### src/rtl/core/tpkt_stream_deframer_core_defines.svh
// Assertion macros for the TPKT stream deframer core.
// Included by the top level; expects clk and rst_n in scope.
`ifndef TPKT_STREAM_DEFRAMER_CORE_DEFINES_SVH
`define TPKT_STREAM_DEFRAMER_CORE_DEFINES_SVH

// Check a property on every clock edge outside reset
`define TSD_ASSERT(label, prop, msg) \
    label: assert property (@(posedge clk) disable iff (!rst_n) (prop)) else $error(msg);

// Check that a condition never holds outside reset
`define TSD_ASSERT_NEVER(label, cond, msg) \
    label: assert property (@(posedge clk) disable iff (!rst_n) !(cond)) else $error(msg);

`endif

### src/rtl/core/tpkt_sd_pkg.sv
// Package for the TPKT stream deframer core: types, codes and constants.
// No dependencies.
`default_nettype none

package tpkt_sd_pkg;

    // Configuration register indexes
    localparam logic [1:0] CFG_TPKT_ENABLED = 2'd0;
    localparam logic [1:0] CFG_ASCII_MODE   = 2'd1;
    localparam logic [1:0] CFG_MIN_PAYLOAD  = 2'd2;

    // Byte tags
    localparam logic [1:0] KIND_HEADER  = 2'd0;
    localparam logic [1:0] KIND_PAYLOAD = 2'd1;
    localparam logic [1:0] KIND_CONT    = 2'd2;

    // Header constants
    localparam logic [7:0]  TPKT_VERSION   = 8'd3;
    localparam logic [7:0]  ASCII_ZERO     = 8'd48;
    localparam logic [7:0]  ASCII_LOWER_OF = 8'd87;
    localparam logic [7:0]  ASCII_UPPER_OF = 8'd55;
    localparam logic [7:0]  DEC_MAX        = 8'd9;
    localparam logic [16:0] BIN_HDR_LEN    = 17'd4;
    localparam logic [3:0]  BIN_LAST_IDX   = 4'd3;
    localparam logic [3:0]  ASC_LAST_IDX   = 4'd8;

    typedef enum logic [1:0] {
        PH_HEADER  = 2'd0,
        PH_PAYLOAD = 2'd1,
        PH_CONT    = 2'd2
    } phase_t;

    typedef struct packed {
        logic        tpkt_enabled;
        logic        ascii_mode;
        logic [15:0] min_payload;
    } tsd_cfg_t;

    typedef struct packed {
        logic [7:0]  out_byte;
        logic [1:0]  byte_kind;
        logic        header_done;
        logic [7:0]  hdr_version;
        logic [7:0]  hdr_reserved;
        logic [15:0] hdr_length;
        logic        pdu_last;
    } tsd_result_t;

endpackage

`default_nettype wire

### src/rtl/core/tpkt_sd_if.sv
// Valid/ready channel interfaces for the TPKT stream deframer core.
// No dependencies.
`default_nettype none

interface tpkt_sd_in_if;
    logic       valid;
    logic       ready;
    logic [7:0] data_byte;
    logic       stream_start;

    modport source (output valid, output data_byte, output stream_start, input ready);
    modport sink   (input valid, input data_byte, input stream_start, output ready);
endinterface

interface tpkt_sd_out_if;
    logic        valid;
    logic        ready;
    logic [7:0]  out_byte;
    logic [1:0]  byte_kind;
    logic        header_done;
    logic [7:0]  hdr_version;
    logic [7:0]  hdr_reserved;
    logic [15:0] hdr_length;
    logic        pdu_last;

    modport source (output valid, output out_byte, output byte_kind, output header_done,
                    output hdr_version, output hdr_reserved, output hdr_length,
                    output pdu_last, input ready);
    modport sink   (input valid, input out_byte, input byte_kind, input header_done,
                    input hdr_version, input hdr_reserved, input hdr_length,
                    input pdu_last, output ready);
endinterface

`default_nettype wire

### src/rtl/core/tpkt_sd_engine.sv
// Framing state and per-byte decode for the TPKT stream deframer.
// Depends on tpkt_sd_pkg.
`default_nettype none

module tpkt_sd_engine
    import tpkt_sd_pkg::*;
(
    input  wire logic        clk,
    input  wire logic        rst_n,
    input  wire logic        advance,
    input  wire logic [7:0]  data_byte,
    input  wire logic        stream_start,
    input  wire tsd_cfg_t    cfg,
    output tsd_result_t      result
);

    phase_t      phase_reg, phase_next;
    logic [3:0]  idx_reg, idx_next;
    logic [15:0] len_reg, len_next;
    logic [7:0]  ver_reg, ver_next;
    logic [7:0]  rsv_reg, rsv_next;
    logic [3:0]  digit_reg, digit_next;
    logic [15:0] left_reg, left_next;

    // Update framing state once per transaction
    always_ff @(posedge clk or negedge rst_n)
    begin
        if (!rst_n)
        begin
            phase_reg <= PH_HEADER;
            idx_reg   <= '0;
            len_reg   <= '0;
            ver_reg   <= '0;
            rsv_reg   <= '0;
            digit_reg <= '0;
            left_reg  <= '0;
        end
        else if (advance)
        begin
            phase_reg <= phase_next;
            idx_reg   <= idx_next;
            len_reg   <= len_next;
            ver_reg   <= ver_next;
            rsv_reg   <= rsv_next;
            digit_reg <= digit_next;
            left_reg  <= left_next;
        end
    end

    // Decode one byte against the current framing state
    always_comb
    begin
        phase_t      ph;
        logic [3:0]  idx;
        logic [16:0] len_min;
        logic [7:0]  dsub;
        logic [1:0]  kind;
        logic        show;
        logic        done;
        logic        last;

        ph         = phase_reg;
        idx        = idx_reg;
        len_next   = len_reg;
        ver_next   = ver_reg;
        rsv_next   = rsv_reg;
        digit_next = digit_reg;
        left_next  = left_reg;
        kind       = KIND_CONT;
        show       = 1'b0;
        done       = 1'b0;
        last       = 1'b0;
        len_min    = BIN_HDR_LEN + {1'b0, cfg.min_payload};
        dsub       = '0;

        // Restart framing at a new stream
        if (stream_start)
        begin
            ph         = PH_HEADER;
            idx        = '0;
            len_next   = '0;
            ver_next   = '0;
            rsv_next   = '0;
            digit_next = '0;
            left_next  = '0;
        end
        phase_next = ph;
        idx_next   = idx;

        if (cfg.tpkt_enabled && ph == PH_HEADER)
        begin
            if (idx == '0)
            begin
                ver_next   = '0;
                rsv_next   = '0;
                len_next   = '0;
                digit_next = '0;
            end
            if (!cfg.ascii_mode)
            begin
                if (idx == 4'd0)
                begin
                    if (data_byte != TPKT_VERSION)
                    begin
                        phase_next = PH_CONT;
                    end
                    else
                    begin
                        ver_next = data_byte;
                        kind = KIND_HEADER; show = 1'b1; idx_next = 4'd1;
                    end
                end
                else if (idx == 4'd1)
                begin
                    rsv_next = data_byte;
                    kind = KIND_HEADER; show = 1'b1; idx_next = 4'd2;
                end
                else if (idx == 4'd2)
                begin
                    len_next = {8'd0, data_byte};
                    kind = KIND_HEADER; show = 1'b1; idx_next = BIN_LAST_IDX;
                end
                else
                begin
                    len_next = {len_next[7:0], data_byte};
                    idx_next = '0;
                    if ({1'b0, len_next} < len_min)
                    begin
                        phase_next = PH_CONT;
                    end
                    else
                    begin
                        kind = KIND_HEADER; show = 1'b1; done = 1'b1;
                        left_next = len_next - BIN_HDR_LEN[15:0];
                        if (left_next == '0)
                            last = 1'b1;
                        else
                            phase_next = PH_PAYLOAD;
                    end
                end
            end
            else
            begin
                if (idx == 4'd0 && data_byte != ASCII_ZERO)
                begin
                    phase_next = PH_CONT;
                end
                else if (idx >= ASC_LAST_IDX)
                begin
                    kind = KIND_HEADER; show = 1'b1; done = 1'b1;
                    idx_next  = '0;
                    left_next = len_next;
                    if (left_next == '0)
                        last = 1'b1;
                    else
                        phase_next = PH_PAYLOAD;
                end
                else
                begin
                    // Each field starts its digit history from zero
                    if (idx == 4'd2 || idx == 4'd4)
                        digit_next = '0;
                    // Keep the previous digit on a non-hex character
                    if (data_byte >= ASCII_ZERO && data_byte <= ASCII_ZERO + DEC_MAX)
                        dsub = data_byte - ASCII_ZERO;
                    else if (data_byte >= 8'h61 && data_byte <= 8'h66)
                        dsub = data_byte - ASCII_LOWER_OF;
                    else if (data_byte >= 8'h41 && data_byte <= 8'h46)
                        dsub = data_byte - ASCII_UPPER_OF;
                    else
                        dsub = {4'd0, digit_next};
                    digit_next = dsub[3:0];
                    if (idx < 4'd2)
                        ver_next = {ver_next[3:0], digit_next};
                    else if (idx < 4'd4)
                        rsv_next = {rsv_next[3:0], digit_next};
                    else
                        len_next = {len_next[11:0], digit_next};
                    kind = KIND_HEADER; show = 1'b1;
                    idx_next = idx + 4'd1;
                end
            end
        end
        else if (cfg.tpkt_enabled && ph == PH_PAYLOAD)
        begin
            kind = KIND_PAYLOAD; show = 1'b1;
            if (left_next <= 16'd1)
            begin
                left_next  = '0;
                last       = 1'b1;
                phase_next = PH_HEADER;
                idx_next   = '0;
            end
            else
            begin
                left_next = left_next - 16'd1;
            end
        end

        result.out_byte     = data_byte;
        result.byte_kind    = kind;
        result.header_done  = done;
        result.hdr_version  = show ? ver_next : 8'd0;
        result.hdr_reserved = show ? rsv_next : 8'd0;
        result.hdr_length   = show ? len_next : 16'd0;
        result.pdu_last     = last;
    end

endmodule

`default_nettype wire

### src/rtl/core/tpkt_stream_deframer_core.sv
// A byte accepted into the input register reaches the output when the result register takes it.
// Throughput: one byte per cycle while the output is not stalled; the framing state is updated
// once per byte, as a byte moves from the input register into the result register.
// Reset (rst_n, async low): config to enabled / binary / min payload 0,
// framing to header phase with all counters zero, both stages emptied.
// Top level of the TPKT stream deframer; depends on tpkt_sd_pkg, tpkt_sd_if,
// tpkt_sd_engine and tpkt_stream_deframer_core_defines.svh.
`default_nettype none
`include "tpkt_stream_deframer_core_defines.svh"

module tpkt_stream_deframer_core
    import tpkt_sd_pkg::*;
(
    input  wire logic        clk,
    input  wire logic        rst_n,
    tpkt_sd_in_if.sink       in_ch,
    tpkt_sd_out_if.source    out_ch,
    input  wire logic        cfg_we,
    input  wire logic [1:0]  cfg_index,
    input  wire logic [15:0] cfg_wdata
);

    tsd_cfg_t    cfg_reg;
    logic        s1_valid_reg;
    logic [7:0]  s1_byte_reg;
    logic        s1_start_reg;
    logic        out_valid_reg;
    tsd_result_t out_reg;
    tsd_result_t result;
    logic        out_free;
    logic        advance;

    // Write configuration registers
    always_ff @(posedge clk or negedge rst_n)
    begin
        if (!rst_n)
        begin
            cfg_reg.tpkt_enabled <= 1'b1;
            cfg_reg.ascii_mode   <= 1'b0;
            cfg_reg.min_payload  <= '0;
        end
        else if (cfg_we)
        begin
            case (cfg_index)
                CFG_TPKT_ENABLED: cfg_reg.tpkt_enabled <= cfg_wdata[0];
                CFG_ASCII_MODE:   cfg_reg.ascii_mode   <= cfg_wdata[0];
                CFG_MIN_PAYLOAD:  cfg_reg.min_payload  <= cfg_wdata;
                default:          ;
            endcase
        end
    end

    // Advance when the result register is empty or being drained
    assign out_free    = !out_valid_reg || out_ch.ready;
    assign advance     = s1_valid_reg && out_free;
    assign in_ch.ready = !s1_valid_reg || out_free;

    // Input register
    always_ff @(posedge clk or negedge rst_n)
    begin
        if (!rst_n)
            s1_valid_reg <= 1'b0;
        else if (in_ch.ready)
            s1_valid_reg <= in_ch.valid;
    end

    always_ff @(posedge clk)
    begin
        if (in_ch.valid && in_ch.ready)
        begin
            s1_byte_reg  <= in_ch.data_byte;
            s1_start_reg <= in_ch.stream_start;
        end
    end

    tpkt_sd_engine u_engine (
        .clk          (clk),
        .rst_n        (rst_n),
        .advance      (advance),
        .data_byte    (s1_byte_reg),
        .stream_start (s1_start_reg),
        .cfg          (cfg_reg),
        .result       (result)
    );

    // Result register
    always_ff @(posedge clk or negedge rst_n)
    begin
        if (!rst_n)
            out_valid_reg <= 1'b0;
        else if (out_free)
            out_valid_reg <= s1_valid_reg;
    end

    always_ff @(posedge clk)
    begin
        if (advance)
            out_reg <= result;
    end

    assign out_ch.valid        = out_valid_reg;
    assign out_ch.out_byte     = out_reg.out_byte;
    assign out_ch.byte_kind    = out_reg.byte_kind;
    assign out_ch.header_done  = out_reg.header_done;
    assign out_ch.hdr_version  = out_reg.hdr_version;
    assign out_ch.hdr_reserved = out_reg.hdr_reserved;
    assign out_ch.hdr_length   = out_reg.hdr_length;
    assign out_ch.pdu_last     = out_reg.pdu_last;

    // A completed header is always tagged as header
    `TSD_ASSERT(a_done_is_header, out_ch.valid && out_ch.header_done |-> out_ch.byte_kind == KIND_HEADER, "header_done on a non-header transaction")

    // Continuation bytes carry no framing information
    `TSD_ASSERT_NEVER(a_cont_clean, out_ch.valid && out_ch.byte_kind == KIND_CONT && (out_ch.pdu_last || out_ch.header_done || out_ch.hdr_length != 16'd0), "continuation transaction with framing fields")

    // A held input stage is not lost while the output is stalled
    `TSD_ASSERT(a_s1_hold, s1_valid_reg && !out_free |=> s1_valid_reg, "input stage dropped a transaction under stall")

endmodule

`default_nettype wire
### src/flat_wrapper.sv
// flat-port wrapper written by rule: the top's interface ports become plain ports
module tpkt_stream_deframer_core_flat import tpkt_sd_pkg::*;
  (clk, rst_n, cfg_we, cfg_index, cfg_wdata, in_ch_valid, in_ch_data_byte, in_ch_stream_start, in_ch_ready, out_ch_valid, out_ch_out_byte, out_ch_byte_kind, out_ch_header_done, out_ch_hdr_version, out_ch_hdr_reserved, out_ch_hdr_length, out_ch_pdu_last, out_ch_ready);
  tpkt_sd_in_if in_ch_i ();
  tpkt_sd_out_if out_ch_i ();
  input  wire logic clk;
  input  wire logic rst_n;
  input  wire logic cfg_we;
  input  wire logic [1:0] cfg_index;
  input  wire logic [15:0] cfg_wdata;
  input wire logic [$bits(in_ch_i.valid)-1:0] in_ch_valid;
  input wire logic [$bits(in_ch_i.data_byte)-1:0] in_ch_data_byte;
  input wire logic [$bits(in_ch_i.stream_start)-1:0] in_ch_stream_start;
  output wire logic [$bits(in_ch_i.ready)-1:0] in_ch_ready;
  output wire logic [$bits(out_ch_i.valid)-1:0] out_ch_valid;
  output wire logic [$bits(out_ch_i.out_byte)-1:0] out_ch_out_byte;
  output wire logic [$bits(out_ch_i.byte_kind)-1:0] out_ch_byte_kind;
  output wire logic [$bits(out_ch_i.header_done)-1:0] out_ch_header_done;
  output wire logic [$bits(out_ch_i.hdr_version)-1:0] out_ch_hdr_version;
  output wire logic [$bits(out_ch_i.hdr_reserved)-1:0] out_ch_hdr_reserved;
  output wire logic [$bits(out_ch_i.hdr_length)-1:0] out_ch_hdr_length;
  output wire logic [$bits(out_ch_i.pdu_last)-1:0] out_ch_pdu_last;
  input wire logic [$bits(out_ch_i.ready)-1:0] out_ch_ready;
  assign in_ch_i.valid = in_ch_valid;
  assign in_ch_i.data_byte = in_ch_data_byte;
  assign in_ch_i.stream_start = in_ch_stream_start;
  assign in_ch_ready = in_ch_i.ready;
  assign out_ch_valid = out_ch_i.valid;
  assign out_ch_out_byte = out_ch_i.out_byte;
  assign out_ch_byte_kind = out_ch_i.byte_kind;
  assign out_ch_header_done = out_ch_i.header_done;
  assign out_ch_hdr_version = out_ch_i.hdr_version;
  assign out_ch_hdr_reserved = out_ch_i.hdr_reserved;
  assign out_ch_hdr_length = out_ch_i.hdr_length;
  assign out_ch_pdu_last = out_ch_i.pdu_last;
  assign out_ch_i.ready = out_ch_ready;
  tpkt_stream_deframer_core u_core (.clk(clk), .rst_n(rst_n), .in_ch(in_ch_i), .out_ch(out_ch_i), .cfg_we(cfg_we), .cfg_index(cfg_index), .cfg_wdata(cfg_wdata));
endmodule
### config.mk
export PLATFORM = sky130hd
export DESIGN_NAME = tpkt_stream_deframer_core_flat
export DESIGN_NICKNAME = d
export VERILOG_FILES = /design/src/rtl/core/tpkt_sd_pkg.sv /design/src/rtl/core/tpkt_sd_if.sv /design/src/rtl/core/tpkt_sd_engine.sv /design/src/rtl/core/tpkt_stream_deframer_core.sv /design/src/flat_wrapper.sv
export VERILOG_INCLUDE_DIRS = /design/src /design/src/rtl/core
export SDC_FILE = /design/constraint.sdc
export NUM_CORES = 1
export LEC_CHECK = 0
export ABC_AREA = 0
export BUFFER_PORTS_ARGS = -buffer_cell sky130_fd_sc_hd__buf_4
export CAP_MARGIN = 20
export CORE_MARGIN = 2
export CORE_UTILIZATION = 55
export CTS_CLUSTER_SIZE = 30
export DETAILED_ROUTE_END_ITERATION = 8
export GPL_TIMING_DRIVEN = 0
export PLACE_DENSITY = 0.75
export SLEW_MARGIN = 10
export SYNTH_ARGS = -nofsm -noshare
export SYNTH_HDL_FRONTEND = slang
export SYNTH_SLANG_ARGS = --single-unit
### constraint.sdc
create_clock -name clk -period 13.1 [get_ports clk]
set_input_delay 2.62 -clock clk [delete_from_list [all_inputs] [get_ports clk]]
set_output_delay 2.62 -clock clk [all_outputs]
set_load 0.005 [all_outputs]
==> results of run 1 <==
## stage by stage
step	total power [mW]	utilization	area, sq um
finish	1.35	0.666	10200
global route	1.39	0.666	10200
CTS	1.34	0.665	10200
detailed placement	0.822	0.624	9550
global placement	0.819	0.623	9550
floorplan	0.706	-	8700
## worst max path at each step
stage | start | endpoint | slack (ps) | cells past startpoint
global route | u_core.s1_start_reg | u_core.out_ch.hdr_length[0] | 6060 | 20
global placement | u_core.s1_start_reg | u_core.out_ch.hdr_reserved[3] | 6570 | 19
floorplan | out_ch_ready | in_ch_ready | 7690 | 1
CTS | u_core.s1_start_reg | u_core.out_ch.hdr_length[0] | 6550 | 19
detailed placement | u_core.s1_start_reg | u_core.out_ch.hdr_reserved[3] | 6620 | 19
finish | u_core.s1_start_reg | u_core.out_ch.hdr_length[0] | 6240 | 19
## placed cells by master, fill, tap and decap left out, types with 24 or more instances in the layout
cell        n
nand2_1   129
nor2_1     83
buf_4      77
dfrtp_1    77
a21oi_1    69
edfxtp_1   53
clkbuf_1   48
o21ai_1    48
o21ai_0    34
ha_1       29
nor3_1     24
## cell usage after synthesis, types with 4 or more instances
master,n,area (sq um)
nor2_1,83,312
nor3_1,24,120
a211oi_1,13,97.6
nand4_1,10,62.6
edfxtp_1,53,1590
o31a_1,4,35.0
mux2i_1,22,220
dfrtp_1,77,1930
a32oi_1,4,35.0
a221o_1,4,40.0
mux2_2,22,248
nor3b_1,5,37.5
a22o_1,12,105
nor2b_1,14,87.6
o32ai_1,4,35.0
o211ai_1,12,90.1
and3_1,21,131
buf_2,14,70.1
nand3_1,20,100
xnor2_1,8,70.1
xor2_1,9,78.8
a21o_1,11,82.6
nor4_1,13,81.3
o31ai_1,8,60.1
o22ai_1,8,50.1
or3_1,5,31.3
nand2_1,129,484
clkbuf_1,48,180
a31oi_1,9,56.3
o2bb2ai_1,4,35.0
o21ai_0,34,170
inv_1,22,82.6
nand3b_1,4,30.0
nand2b_1,10,62.6
a22oi_1,17,128
o21ai_1,48,240
ha_1,29,363
a21oi_1,69,345
and2_1,9,56.3
a221oi_1,4,35.0
## power breakdown
group | leakage, nW | switching (mW) | internal [mW]
Sequential | 1.55 | 0.0390 | 0.468
Clock | 0.301 | 0.193 | 0.321
Combinational | 2.17 | 0.212 | 0.114
## metal layers
layer,up-vias,part of all wire,track usage
met2,611,0.44,0.573
met5,-,0,0
li1,3885,-,-
met3,109,0.11,0.0959
met1,4145,0.40,0.499
met4,0,0.053,0.201
## kinds of logic (layout without fill, tap and decap cells)
family | count (synthesis) | count (layout)
compound gates | 305 | 305
simple gates | 369 | 369
mux | 44 | 44
flops | 131 | 131
xor+xnor | 17 | 17
fa+ha+maj | 29 | 29
buf+inv | 92 | 202
## area by class of cell
cell class              instances  area [sq um]  share of cell area
multi-input cells             764          4790               0.469
flip-flops and latches        131          3540               0.347
repair buffers                 78           598              0.0586
clock buffers                  18           429              0.0421
plain buffers                  66           277              0.0271
well taps                     211           264              0.0259
clock inverters                14           203              0.0199
inverters                      26          97.6             0.00957
==> metrics.yaml, run 1 <==
die_area_sq_mm: 0.0168
start_util: 0.568
drt-initial-drc-count: 1308
r2r-start: "u_core.s1_start_reg"
clockRootBuffer: "clkbuf_16"
routed-via-count: 8750
hp-start: "u_core.s1_valid_reg"
synth-xor-area-share: 0.0171
ys_ff_latch: 131
cp_slowest_stage_delay_ps: 670
synth_compound_area_frac: 0.232
avgSynthCellArea_sq_um: 8.82
cp_max_fo: 10
final_cells: 1308
dp_hpwl_mm: 22.5
synth_area_sq_mm: 0.00870
holdPathEnd: "u_core.out_ch.valid"
syn_nets: 1048
synth_cells: 987
r2r_cells: 19
cts_tree: "yes"
die_h_um: 130
grt_pass1_vias: 8280
ir_drop_mv: 0.102
insertion_delay_ps: 430
cp-start-kind: "register"
r2r_end: "u_core.out_ch.hdr_length[0]"
viasPerCell: 6.69
largest_register_ff_count: 18
crit_type: "register to register"
h-tree-depth: 4
slew_viol_final: 0
synth_cell_types: 83
grt_overflow: 0
cts-buffers-inserted: 17
synth_mux_area_frac: 0.0538
reg2reg_slack_ps: 6240
period_share: 0.523
status: "completed"
clkTransAtPathRegs_ps: 60
cp.required_ps: 13230
rsz0062_at_grt: "no"
ctsResizeCount: 0
synth-simple-area-share: 0.205
cts_sinks: 131
n_fill_cell: 1336
setup_tns_ps: 0
async_flop_share: 0.595
synthAdderAreaFrac: 0.0417
numPortBuffers: 77
end_kind: "register"
synth_edf_count: 53
leakagePower_nw: 4.02
critPathBufInv: 6
drtPass1Iterations: 6
cpMostUsedCell: "clkbuf_1"
fin_skew_ps: 9.36
synthFlopType: "dfrtp_1"
grt_max_degree: 79
finalCriticalPeriod_ps: 6860
dp.cells: 1275
hold_depth: 1
holdWs_ps: 483
drcViolationCount: 0
nets: 1145
fin_ws_ps: 6240
yosys_warnings: 0
tightestPinTransition_ps: 1050
hold_path.class: "register to register"
coreArea_sq_mm: 0.0153
rows: 45
post_route_cells_drive_above_1_share: 0.149
critPathTopFamily: "buffers and inverters"
gp_congestion: 1.05
grt_antenna_before_repair: 0
maxCapViolations: 0
fmax_ghz: 0.146
grt_usage: 0.377
finalHoldViolCount: 0
synth_top_family_by_area: "compound AO/OA/AOI/OAI gates"
yosysSeqAreaShare: 0.407
io_pins: 78
die_x_um: 130
powerDensity_mw_per_mm2: 132
arrival_ps: 6990
routedWlPerCell_um: 23.9
relSlewSlack: 0.292
grt_first_pass_wirelength_mm: 47.3
routed_wl_mm: 31.2
path_cells: "clkbuf_1 > clkbuf_1 > clkbuf_1 > nor2b_1 > inv_1 > ha_1 > or3b_1 > clkbuf_1 > nand2_1 > nor2_1 > ha_1 > a211oi_1 > o221ai_1 > a2111o_1 > and2_1 > o21ai_1 > a21o_1 > buf_2 > a211oi_1"
postCtsSetupBuffers: 0
drtAntennaViolNets: 0
pre_cts_slack_ps: 6620
postCtsHoldBufs: 0
clock_path_buffers: 2
cp_slowest_cell: "clkbuf_1"
antenna_cells: 0
setup_viol_count_final: 0
syn_to_final_growth_pct: 17.2
Power figures use the tool's default switching activity.
==> inputs of run 2 (changes only) <==
Settings changed: PLACE_DENSITY 0.75 to 0.78.
Clock period 13.1 ns to 5.7 ns, I/O delays scaled along.
==> metrics.yaml, run 2 (synthesis results as in run 1) <==
drt-initial-drc-count: 1517
fmax_ghz: 0.181
placed_area_sq_mm: 0.00957
r2r_cells: 17
cp-start-kind: "register"
maxCapViolations: 0
final_cells: 1309
routed_wl_mm: 32.2
grt_first_pass_wirelength_mm: 48.9
status: "completed"
hold_path.class: "register to register"
cts_tree: "yes"
grt_overflow: 0
top_layer: "met4"
setup_tns_ps: 0
period_share: 0.969
final_common_cell: "nand2_1"
cp_slowest_cell: "or3b_1"
setup_viol_count_final: 0
syn_to_final_growth_pct: 16.8
clock_path_buffers: 2
cp.required_ps: 5840
wirelength_met1_mm: 12.6
grt_pass1_vias: 8278
largest_register_ff_count: 18
critPathTopFamily: "compound AO/OA/AOI/OAI gates"
die_x_um: 130
ir_drop_mv: 0.220
mostFrequentLayoutCells: "128 x nand2_1, 82 x nor2_1, 79 x buf_4"
reg2reg_slack_ps: 170
crit_type: "register to register"
end_kind: "register"
tightestPinTransition_ps: 1070
wl_met2_mm: 14.5
numPortBuffers: 77
drtAntennaViolNets: 0
clockRootBuffer: "clkbuf_16"
drtPass1Iterations: 6
finalHoldViolCount: 0
wl_met3_mm: 3.61
rows: 45
grt_max_degree: 79
grt_antenna_before_repair: 0
nets: 1146
cts_sinks: 131
relSlewSlack: 0.278
finalCriticalPeriod_ps: 5530
start_util: 0.568
final_area_sq_mm: 0.0102
antenna_cells: 0
rsz0062_at_grt: "no"
routed-via-count: 8780
r2r-start: "u_core.s1_start_reg"
powerDensity_mw_per_mm2: 290
leakagePower_nw: 4.01
grt_usage: 0.393
cp_max_fo: 10
post_route_cells_drive_above_1_share: 0.161
drcViolationCount: 0
insertion_delay_ps: 430
dp.cells: 1276
coreArea_sq_mm: 0.0153
io_pins: 78
critPathCapture: "u_core.out_ch.hdr_reserved[0]"
arrival_ps: 5670
h-tree-depth: 4
r2r_end: "u_core.out_ch.hdr_reserved[0]"
fin_skew_ps: 12.8
die_area_sq_mm: 0.0168
clkTransAtPathRegs_ps: 60
critPathBufInv: 4
die_h_um: 130
path_cells: "clkbuf_2 > buf_2 > nor2b_2 > inv_1 > ha_1 > or3b_1 > nand2_2 > nor2_2 > ha_1 > a211oi_1 > o221ai_1 > a2111o_1 > and2_1 > o21ai_1 > a21o_2 > buf_2 > a211oi_1"
cp.depth: 17
holdWs_ps: 491
viasPerCell: 6.71
gp_congestion: 1.08
cp-startpoint: "u_core.s1_start_reg"
slew_viol_final: 0
dp_hpwl_mm: 23.5
cp_slowest_stage_delay_ps: 570
routedWlPerCell_um: 24.6
cts-buffers-inserted: 17
==> run 2: final cells by class <==
class / count / area [sq um]
buffer: 64 / 270
clock buffer: 18 / 429
clock inverter: 14 / 119
fill: 1309 / 5140
inverter: 26 / 101
multi-input combinational: 764 / 4810
sequential: 131 / 3540
tap: 211 / 264
timing repair buffer: 81 / 633
==> run 2: worst min-delay path by stage <==
stage | from | end | slack [ps] | depth (start not counted)
floorplan | u_core.s1_byte_reg[6] | u_core.out_ch.out_byte[6] | 450 | 0
global placement | u_core.s1_valid_reg | u_core.out_ch.valid | 470 | 1
detailed placement | u_core.u_engine.rsv_reg[4] | u_core.u_engine.rsv_reg[4] | 480 | 2
CTS | u_core.u_engine.rsv_reg[4] | u_core.u_engine.rsv_reg[4] | 490 | 2
global route | u_core.u_engine.digit_reg[1] | u_core.u_engine.digit_reg[1] | 500 | 1
finish | u_core.u_engine.rsv_reg[4] | u_core.u_engine.rsv_reg[4] | 490 | 2
==> run 2: layer usage <==
metal	global-route usage	vias to the layer above
met5	0	-
met4	0.193	0
met1	0.529	4162
met2	0.599	649
met3	0.0947	111
li1	-	3858
==> run 2: worst register-to-register path: stages, from the launching register on <==
cell      delay [ps]
edfxtp_1         480
clkbuf_2         330
buf_2            390
nor2b_2          140
inv_1            100
ha_1             350
or3b_1           570
nand2_2          280
nor2_2           100
ha_1             350
a211oi_1         220
o221ai_1         160
a2111o_1         500
and2_1           240
o21ai_1          250
a21o_2           340
buf_2            310
a211oi_1         120
==> run 2: stage by stage <==
stage / utilization / power [mW] / setup slack, ps
after CTS: 0.661 / 2.92 / 11.6
after global routing: 0.664 / 3.07 / 123
after floorplan: - / 1.62 / 1190
after detailed placement: 0.625 / 1.90 / -709
after global placement: 0.623 / 1.89 / -747
final: 0.664 / 2.95 / 174
==> run 2: what timing repair did <==
item,in CTS,in global routing
endpoints found under the setup margin,50,34
gates cloned,0,0
hold buffers,0,0
gates resized for setup,7,4
buffers inserted,0,2
==> run 2: report_power, final <==
group          switching, mW  total (mW)  internal, mW
clock network          0.463        1.03         0.568
registers             0.0920        1.17          1.07
logic                  0.486       0.751         0.264
